### src/rtl/pci_config_route_decoder_defines.svh
// assertion macros for the configuration route decoder
// needs clk and rst in the scope of the module that uses them
`ifndef PCI_CONFIG_ROUTE_DECODER_DEFINES_SVH
`define PCI_CONFIG_ROUTE_DECODER_DEFINES_SVH

// same-cycle implication, checked outside reset
`define PCICRD_ASSERT_NOW(label, ante, cons, msg) \
  label: assert property (@(posedge clk) disable iff (rst) (ante) |-> (cons)) \
    else $error(msg);

// next-cycle implication, checked outside reset
`define PCICRD_ASSERT_NEXT(label, ante, cons, msg) \
  label: assert property (@(posedge clk) disable iff (rst) (ante) |=> (cons)) \
    else $error(msg);

`endif

### src/rtl/pcicrd_pkg.sv
// shared types, codes and constants of the configuration route decoder
// no dependencies
package pcicrd_pkg;

  localparam int unsigned MaxRoutePorts = 8;

  localparam logic [31:0] AddrWriteMask   = 32'h80FF_FFFC;
  localparam int unsigned AddrEnableBit   = 31;
  localparam logic [31:0] ChipsetImplMask = 32'h00FF_0073;
  localparam logic [4:0]  BootDevice      = 5'h10;
  localparam logic [2:0]  FullSize        = 3'd4;

  typedef enum logic [1:0] {
    ACT_ADDR_RD = 2'd0,
    ACT_ADDR_WR = 2'd1,
    ACT_DATA_RD = 2'd2,
    ACT_DATA_WR = 2'd3
  } action_t;

  typedef enum logic [1:0] {
    DEST_LOCAL   = 2'd0,
    DEST_BOOT    = 2'd1,
    DEST_CHIPSET = 2'd2,
    DEST_PORT    = 2'd3
  } dest_t;

  typedef enum logic [2:0] {
    CFG_CHIPSET_BUS     = 3'd0,
    CFG_CHIPSET_DEVICES = 3'd1,
    CFG_ROUTE_ATTACHED  = 3'd2,
    CFG_ROUTE_FIRST     = 3'd3,
    CFG_ROUTE_LAST      = 3'd4
  } cfg_index_t;

  typedef struct packed {
    logic [1:0]  action;
    logic [1:0]  window_offset;
    logic [2:0]  access_size;
    logic [31:0] write_data;
  } in_item_t;

  typedef struct packed {
    logic [1:0]  destination;
    logic [2:0]  port_index;
    logic [7:0]  target_bus;
    logic [4:0]  target_device;
    logic [2:0]  target_function;
    logic [7:0]  target_register;
    logic        is_write;
    logic [31:0] forward_data;
    logic [31:0] read_data;
    logic [31:0] data_mask;
  } out_item_t;

  typedef struct packed {
    logic [7:0]  chipset_bus;
    logic [31:0] chipset_devices;
    logic [7:0]  route_attached;
    logic [63:0] route_first_buses;
    logic [63:0] route_last_buses;
  } cfg_regs_t;

  typedef struct packed {
    logic        we;
    logic [31:0] value;
  } addr_upd_t;

  function automatic logic [31:0] size_mask(input logic [2:0] size);
    logic [31:0] m;
    case (size)
      3'd0:    m = 32'h0000_0000;
      3'd1:    m = 32'h0000_00FF;
      3'd2:    m = 32'h0000_FFFF;
      3'd3:    m = 32'h00FF_FFFF;
      default: m = 32'hFFFF_FFFF;
    endcase
    return m;
  endfunction

endpackage

### src/rtl/pcicrd_cfg_regs.sv
// configuration register file of the route decoder
// depends on pcicrd_pkg
module pcicrd_cfg_regs
  import pcicrd_pkg::*;
(
  input  logic        clk,
  input  logic        rst,
  input  logic        cfg_wr_en,
  input  logic [2:0]  cfg_index,
  input  logic [63:0] cfg_wdata,
  output cfg_regs_t   regs
);

  always_ff @(posedge clk) begin
    if (rst) begin
      regs.chipset_bus       <= '0;
      regs.chipset_devices   <= '0;
      regs.route_attached    <= '0;
      regs.route_first_buses <= 64'h0101_0101_0101_0101;
      regs.route_last_buses  <= '0;
    end else if (cfg_wr_en) begin
      case (cfg_index)
        CFG_CHIPSET_BUS:     regs.chipset_bus       <= cfg_wdata[7:0];
        CFG_CHIPSET_DEVICES: regs.chipset_devices   <= cfg_wdata[31:0] & ChipsetImplMask;
        CFG_ROUTE_ATTACHED:  regs.route_attached    <= cfg_wdata[7:0];
        CFG_ROUTE_FIRST:     regs.route_first_buses <= cfg_wdata;
        CFG_ROUTE_LAST:      regs.route_last_buses  <= cfg_wdata;
        default: ;
      endcase
    end
  end

endmodule

### src/rtl/pcicrd_decode.sv
// decode of one beat: address register access, data access check and routing
// depends on pcicrd_pkg
module pcicrd_decode
  import pcicrd_pkg::*;
#(
  parameter int unsigned ROUTE_PORTS = MaxRoutePorts
) (
  input  in_item_t    item,
  input  logic [31:0] addr_reg,
  input  cfg_regs_t   regs,
  output out_item_t   result,
  output addr_upd_t   addr_upd
);

  logic [31:0] mask;
  logic [31:0] addr;
  logic        size_ok;
  logic        fits;
  logic        ok;
  logic        writing;
  logic        is_data;
  logic [7:0]  bus;
  logic [4:0]  dev;
  logic        port_hit;
  logic [2:0]  port_sel;
  logic        found;
  logic [1:0]  dest;

  assign mask    = size_mask(item.access_size);
  assign addr    = addr_reg | {30'd0, item.window_offset};
  assign bus     = addr[23:16];
  assign dev     = addr[15:11];
  assign writing = (item.action == ACT_DATA_WR);
  assign is_data = (item.action == ACT_DATA_RD) || writing;
  assign size_ok = (item.access_size == 3'd1) || (item.access_size == 3'd2) ||
                   (item.access_size == FullSize);
  assign fits    = ({2'b00, item.window_offset} + {1'b0, item.access_size}) <= 4'd4;
  assign ok      = is_data && size_ok && fits && addr_reg[AddrEnableBit];

  // lowest attached port whose bus range holds the bus
  always_comb begin
    port_hit = 1'b0;
    port_sel = '0;
    for (int i = ROUTE_PORTS - 1; i >= 0; i--) begin
      if (regs.route_attached[i] &&
          bus >= regs.route_first_buses[8*i +: 8] &&
          bus <= regs.route_last_buses[8*i +: 8]) begin
        port_hit = 1'b1;
        port_sel = 3'(i);
      end
    end
  end

  always_comb begin
    dest = DEST_LOCAL;
    if (bus == 8'd0 && dev == BootDevice) begin
      dest = DEST_BOOT;
    end else if (bus == regs.chipset_bus) begin
      if (regs.chipset_devices[dev]) begin
        dest = DEST_CHIPSET;
      end
    end else if (port_hit) begin
      dest = DEST_PORT;
    end
  end

  assign found = ok && (dest != DEST_LOCAL);

  always_comb begin
    result                 = '0;
    result.data_mask       = mask;
    addr_upd.we            = (item.action == ACT_ADDR_WR) && (item.access_size == FullSize);
    addr_upd.value         = item.write_data & AddrWriteMask;
    if (item.action == ACT_ADDR_RD) begin
      result.read_data = (item.access_size == FullSize) ? addr_reg : mask;
    end else if (ok) begin
      result.target_bus      = bus;
      result.target_device   = dev;
      result.target_function = addr[10:8];
      result.target_register = addr[7:0];
      if (found) begin
        result.destination = dest;
        result.port_index  = (dest == DEST_PORT) ? port_sel : 3'd0;
        if (writing) begin
          result.is_write     = 1'b1;
          result.forward_data = item.write_data;
        end
      end else if (!writing) begin
        result.read_data = mask;
      end
    end else if (is_data && !writing) begin
      result.read_data = mask;
    end
  end

endmodule

### src/rtl/pci_config_route_decoder.sv
// a beat accepted into the input register is decoded into the result register
// throughput: one beat per cycle unless out_ready stalls; the input and result
// registers form a two-stage pipeline, so a beat is taken while a result waits
// reset (synchronous): valids, the address register and the configuration
// registers clear to their reset values; no clearing pass
// depends on pcicrd_pkg, pcicrd_cfg_regs, pcicrd_decode and the defines header
`include "pci_config_route_decoder_defines.svh"

module pci_config_route_decoder
  import pcicrd_pkg::*;
#(
  parameter int unsigned ROUTE_PORTS = MaxRoutePorts
) (
  input  logic        clk,
  input  logic        rst,
  input  logic        cfg_wr_en,
  input  logic [2:0]  cfg_index,
  input  logic [63:0] cfg_wdata,
  input  logic        in_valid,
  output logic        in_ready,
  input  in_item_t    in_data,
  output logic        out_valid,
  input  logic        out_ready,
  output out_item_t   out_data
);

  cfg_regs_t   regs;
  logic        s1_valid;
  in_item_t    s1_item;
  logic        s1_advance;
  logic [31:0] addr_reg;
  out_item_t   result;
  addr_upd_t   addr_upd;

  pcicrd_cfg_regs u_cfg_regs (
    .clk       (clk),
    .rst       (rst),
    .cfg_wr_en (cfg_wr_en),
    .cfg_index (cfg_index),
    .cfg_wdata (cfg_wdata),
    .regs      (regs)
  );

  pcicrd_decode #(
    .ROUTE_PORTS (ROUTE_PORTS)
  ) u_decode (
    .item     (s1_item),
    .addr_reg (addr_reg),
    .regs     (regs),
    .result   (result),
    .addr_upd (addr_upd)
  );

  assign s1_advance = s1_valid && (!out_valid || out_ready);
  assign in_ready   = !s1_valid || s1_advance;

  always_ff @(posedge clk) begin
    if (rst) begin
      s1_valid  <= 1'b0;
      out_valid <= 1'b0;
      addr_reg  <= '0;
    end else begin
      if (in_ready) begin
        s1_valid <= in_valid;
      end
      if (s1_advance) begin
        out_valid <= 1'b1;
      end else if (out_ready) begin
        out_valid <= 1'b0;
      end
      if (s1_advance && addr_upd.we) begin
        addr_reg <= addr_upd.value;
      end
    end
  end

  always_ff @(posedge clk) begin
    if (in_ready && in_valid) begin
      s1_item <= in_data;
    end
    if (s1_advance) begin
      out_data <= result;
    end
  end

  `PCICRD_ASSERT_NOW(a_local_no_write, out_valid && out_data.destination == DEST_LOCAL, !out_data.is_write, "write forwarded with no target")
  `PCICRD_ASSERT_NOW(a_target_no_rdata, out_valid && out_data.destination != DEST_LOCAL, out_data.read_data == 32'd0, "local read data on a forwarded beat")
  `PCICRD_ASSERT_NOW(a_port_range, out_valid && out_data.destination == DEST_PORT, 32'(out_data.port_index) < ROUTE_PORTS, "port index beyond route ports")
  `PCICRD_ASSERT_NOW(a_addr_reserved, 1'b1, (addr_reg & ~AddrWriteMask) == 32'd0, "reserved address register bits set")
  `PCICRD_ASSERT_NEXT(a_addr_hold, !s1_advance, $stable(addr_reg), "address register changed with no beat decoded")

endmodule

### config.mk
export PLATFORM = sky130hd
export DESIGN_NAME = pci_config_route_decoder
export DESIGN_NICKNAME = d
export VERILOG_FILES = /design/src/rtl/pcicrd_pkg.sv /design/src/rtl/pcicrd_cfg_regs.sv /design/src/rtl/pcicrd_decode.sv /design/src/rtl/pci_config_route_decoder.sv
export VERILOG_INCLUDE_DIRS = /design/src /design/src/rtl
export SDC_FILE = /design/constraint.sdc
export NUM_CORES = 1
export LEC_CHECK = 0
export ABC_AREA = 1
export ABC_CLOCK_PERIOD_IN_PS = 9700
export BUFFER_PORTS_ARGS = -buffer_cell sky130_fd_sc_hd__clkbuf_2
export CAP_MARGIN = 5
export CORE_ASPECT_RATIO = 0.7
export CORE_MARGIN = 10
export CORE_UTILIZATION = 35
export CTS_BUF_LIST = sky130_fd_sc_hd__clkbuf_8 sky130_fd_sc_hd__clkbuf_16
export CTS_CLUSTER_DIAMETER = 30
export DETAILED_ROUTE_END_ITERATION = 6
export PLACE_DENSITY_LB_ADDON = 0.08
export SYNTH_ARGS = -nofsm -noshare
export SYNTH_HDL_FRONTEND = slang
export SYNTH_SLANG_ARGS = --single-unit
### constraint.sdc
create_clock -name clk -period 9.7 [get_ports clk]
set_input_delay 1.94 -clock clk [delete_from_list [all_inputs] [get_ports clk]]
set_output_delay 1.94 -clock clk [all_outputs]
set_load 0.005 [all_outputs]
Word-level counts from Yosys, hierarchy flattened

Cells that the tools add are included.
Widths: inputs -> output; s select.

$add $sub $neg: 1
Magnitude comparators: 18
Equal/unequal tests: 14
Multiplexer cells: 31
Bitwise operators: 5
Reductions and logical operators: 51

Operators with widths:

| kind               | count |
|---|---|
| $mux 32            | 6 |
| $pmux 32 s4        | 1 |
| $ge 8x8->1         | 8 |
| $le 8x8->1         | 8 |
| $mux 33            | 1 |
| $logic_and 1x1->1  | 26 |
| $or 24x2->24       | 1 |
| $eq 3x2->1 const B | 4 |
| $mux 1             | 12 |
| $mux 2             | 6 |
| $mux 3             | 4 |
| $reduce_and 2->1   | 5 |
| $eq 8x8->1         | 1 |
| $logic_not 8->1    | 1 |
| $reduce_or 8->1    | 1 |
| $eq 2x2->1 const B | 3 |
| $eq 3x1->1 const B | 2 |
| $eq 3x3->1 const B | 2 |
| $logic_not 3->1    | 2 |
| $lt 5x6->1 const B | 1 |
| $reduce_or 6->1    | 1 |
| $bmux 1 s5         | 1 |
| $eq 5x5->1 const B | 1 |
| $logic_or 1x1->1   | 5 |
| 11 further kinds   | 17 |

Flip-flop bits (word level): 347
Word-level logic and storage cells: 144

Logic depth before layout (Yosys ltp)

Depth in word-level cells: 20
Depth in mapped cells: 19
Gate-level depth less buffers: 18

Hierarchy

Synthesis repeated with hierarchy kept, for this count alone.

Cell total of the unflattened synthesis: 2326
Area, all modules: 18607.8 µm²

Modules (own cells, without submodules):

| module                   | times used | cells an instance | area an instance (µm²) | sequential area each (µm²) |
|---|---|---|---|---|
| pci_config_route_decoder | 1          | 451               | 6718.9                 | 5635.4 |
| pcicrd_cfg_regs          | 1          | 937               | 6492.5                 | 3143.0 |
| pcicrd_decode            | 1          | 938               | 5396.4                 | 0.0 |

Least setup slack after synthesis

Ideal clock, no wire load.

Path kind: in2reg
Start: input port out_ready
End: register out_data[100] in the netlist's numbering (enable)
Data arrival time: 3924 ps
Data required time: 9256 ps
Path slack: 5332 ps
Stages on the path: 4
Cell sequence: inv_1 nand2_1 nand2_1 inv_1

Word-level cells in the longest chain between the ends: 2

RTL lines:

| element              | line                           | RTL |
|---|---|---|
| from (decl)          | pci_config_route_decoder.sv:23 | `input logic out_ready,` |
| $logic_or 1x1->1     | pci_config_route_decoder.sv:54 | `assign s1_advance = s1_valid && (!out_valid \|\| out_ready);` |
| $logic_and 1x1->1    | pci_config_route_decoder.sv:54 |  |
| net s1_advance       | pci_config_route_decoder.sv:30 | `logic s1_advance;` |
| to (signal assigned) | pci_config_route_decoder.sv:82 | `out_data <= result;` |
| to (decl)            | pci_config_route_decoder.sv:24 | `output out_item_t out_data` |

The timed path passes the listed nets, and every way through them passes these cells.
A chain may end at the register's enable or synchronous reset.

Final worst setup path

Start: input port out_ready
End: output port in_ready

Word-level cells in the longest chain between the ends: 3

RTL lines:

| element           | line                           | RTL |
|---|---|---|
| $logic_or 1x1->1  | pci_config_route_decoder.sv:54 |  |
| $logic_and 1x1->1 | pci_config_route_decoder.sv:54 |  |
| $logic_or 1x1->1  | pci_config_route_decoder.sv:55 | `assign in_ready = !s1_valid \|\| s1_advance;` |
| to (decl)         | pci_config_route_decoder.sv:20 | `output logic in_ready,` |

Every way passes these cells.

==> reports/results.tsv <==
stage	metric	value	unit
setup_path	Worst Path Required	7760	ps
sta	Worst-Margin Slew	969.1	ps
routing	DRC Markers	0	
routing	vias per cell	4.665	
setup_path	CP Capture Type	output pin	
synth	number of enable flip-flop cells after synthesis	130	
cts	CTS tree	done	
die	width of the die	266.5	um
hold_path	worst hold path class	reg2reg	
grt	largest net degree at the start of global routing	96	
placed_design	placer's final routability congestion estimate	0.7697	
setup_path	crit start category	input pin	
routing	DR WL/cell	17.11	um
sta	final setup fails	0	
synth	Post-Synthesis Cells	1686	
sta	Worst slew margin	35.16	%
synth	cell accounting for the most synthesized area	edfxtp_1	
setup_path	WS Path Type	in2out	
cts	Hold Buf Count CTS	0	
grt	antenna violations before repair	2	
cts	clk_lat worst skew	570	ps
placed_design	IO Port Bufs	238	
sta	Fin Setup TNS	0	ps
placed_design	HPWL Detailed	29180	um
sta	Slew Viols, Final	0	
die	area of the die	51330	um^2
synth	Post-Syn Area	14890	um^2
synth	Post-synth top cells	244 x inv_1, 207 x o21ai_0, 190 x nand2_1	
grt	number of global-route vias before repair	11470	
finish	max FFs per register	157	
synth	Async SR Flop Fraction	0	%
die	Die H	192.6	um
synth	register area share after synthesis	50.68	%
cts	cts bufs inserted	77	
power_and_ir_drop	VDD IR max	0.0001096	V
cts	maximum buffer depth of the clock tree	3	
sta	setup ws final	5449	ps
synth	most common cell in the netlist	inv_1	
cts	H-tree Lvls	3	
finish	top flop regs	u_cfg_regs.regs (157), out_data (91), s1_item (39)	
synth	Main synth FF type	dfxtp_1	
routing	Iter 0 DRT Violations	759	
grt	grt total ovfl	0	
synth	largest cells by area after synthesis	edfxtp_1 26%, dfxtp_1 24%, ha_1 11%	
finish	Largest Register	u_cfg_regs.regs	
routing	DRT antenna net count	0	
sta	Final Hold Fails	0	
setup_path	R2R depth	13	
cts	Reg clk slew, reported paths	40	ps
die	# rows	63	
synth	Yosys cell types	41	
synth	Ys Warns	0	
grt	GRT Util Overall	16.48	%
synth	Synth top area share	26.22	%
sta	Tcrit/Tclk final	43.82	%
power_and_ir_drop	Lkg Pwr	8.588	nW
sta	Final Critical Period	4251	ps
sta	Setup Skew	17.65	ps
routing	iteration count of the initial detailed-routing pass	5	
run	max-cap viol count	0	
placed_design	DP Worst Slack	5448	ps
sta	tightest hold margin	455.1	ps
sta	RSZ-0062 raised after global routing	false	
finish	share of layout cells above drive strength 1	20.61	%
cts	Post-CTS Resized	0	
cts	post-CTS setup buffer count	0	
synth	syn_area_per_cell	8.832	um^2
sta	Peak Freq	0.2353	GHz
synth	Mapped Nets	1928	
die	Initial Utilization	35.31	%
hold_path	WHS Path Cells	2	
finish	area delta synth->final	26.29	%
grt	first-pass GRT wire length	65650	um
setup_path	Crit Path Max Fanout	3	
synth	flops & latches, synth	312	
finish	nets	2161	
cts	root buffer cell	clkbuf_16	
die	core area	42170	um^2
run_status	status	finished clean	
die	# IOs	239	
cts	clock sinks	312	
routing	routed via count	11790	
routing	final WL	43260	um
power_and_ir_drop	PwrDens	216.4	nW/um^2
setup_path	WP data arrival	2310	ps
==> routing by layer <==
layer / vias up / wire length [um] / global-route usage (%)
met3: 76 / 2081 / 3.985
met5: - / 0 / 0
li1: 6073 / - / -
met1: 5407 / 21430 / 22.87
met2: 236 / 18920 / 25.01
met4: 0 / 830 / 4.948
==> worst paths after layout <==
| path | slack, ps | end | from |
|---|---|---|---|
| setup / recovery | 5450 | in_ready | out_ready |
| hold / removal | 460 | u_cfg_regs.regs[75] | u_cfg_regs.regs[75] |
| setup reg to reg | 6050 | out_data[79] | addr_reg[21] |
| hold reg to reg | 460 | u_cfg_regs.regs[75] | u_cfg_regs.regs[75] |
==> final cells by class <==
class	count	area [um^2]
antenna	1	2.502
fill	4117	23370
sequential	312	7551
inverter	248	937.1
tap	552	690.7
multi-input combinational	1029	5877
clock inverter	40	272.8
clock buffer	95	2186
timing repair buffer	251	1289
==> cells by family after synthesis <==
logic type / synth area share (%)
buffers and inverters: 9.848
AOI/OAI and AO/OA: 14.26
adders and majority gates: 11.06
DFF: 50.68
and+or+nand+nor: 13.74
xor gates and xnor gates: 0.4117
==> placed cells by master, fill, tap and decap left out, types with 7 or more instances in the layout <==
cell type	count
inv_1	255
clkbuf_2	238
o21ai_0	207
nand2_1	190
a21oi_1	183
dfxtp_1	179
nor2_1	175
ha_1	130
edfxtp_1	130
clkbuf_16	78
nand3_1	54
clkbuf_8	17
nand4_1	14
buf_4	13
nor2_2	12
clkinv_2	11
nor3_1	11
o21a_1	7
nand2_2	7
==> per-stage QoR <==
| stage | cells | util (%) | power [mW] | instance area, um^2 |
|---|---|---|---|---|
| after floorplan | 1686 | - | 1.619 | 14890 |
| after global placement | 2392 | 38.76 | 1.715 | 16340 |
| after detailed placement | 2392 | 38.76 | 1.719 | 16340 |
| after CTS | 2527 | 44.59 | 4.125 | 18800 |
| after global routing | 2527 | 44.59 | 4.233 | 18800 |
| final | 2528 | 44.59 | 4.070 | 18810 |
==> power breakdown <==
| group | internal, mW | switching [mW] |
|---|---|---|
| Clock | 1.62 | 0.755 |
| Combinational | 0.0886 | 0.154 |
| Sequential | 1.43 | 0.0215 |
| Total | 3.14 | 0.931 |
==> worst max-delay path, cell delays in order <==
cell      delay, ps
clkbuf_2         80
inv_1            60
nand3_1         100
clkbuf_2        130
No activity file was read; power rests on OpenSTA's default activity.
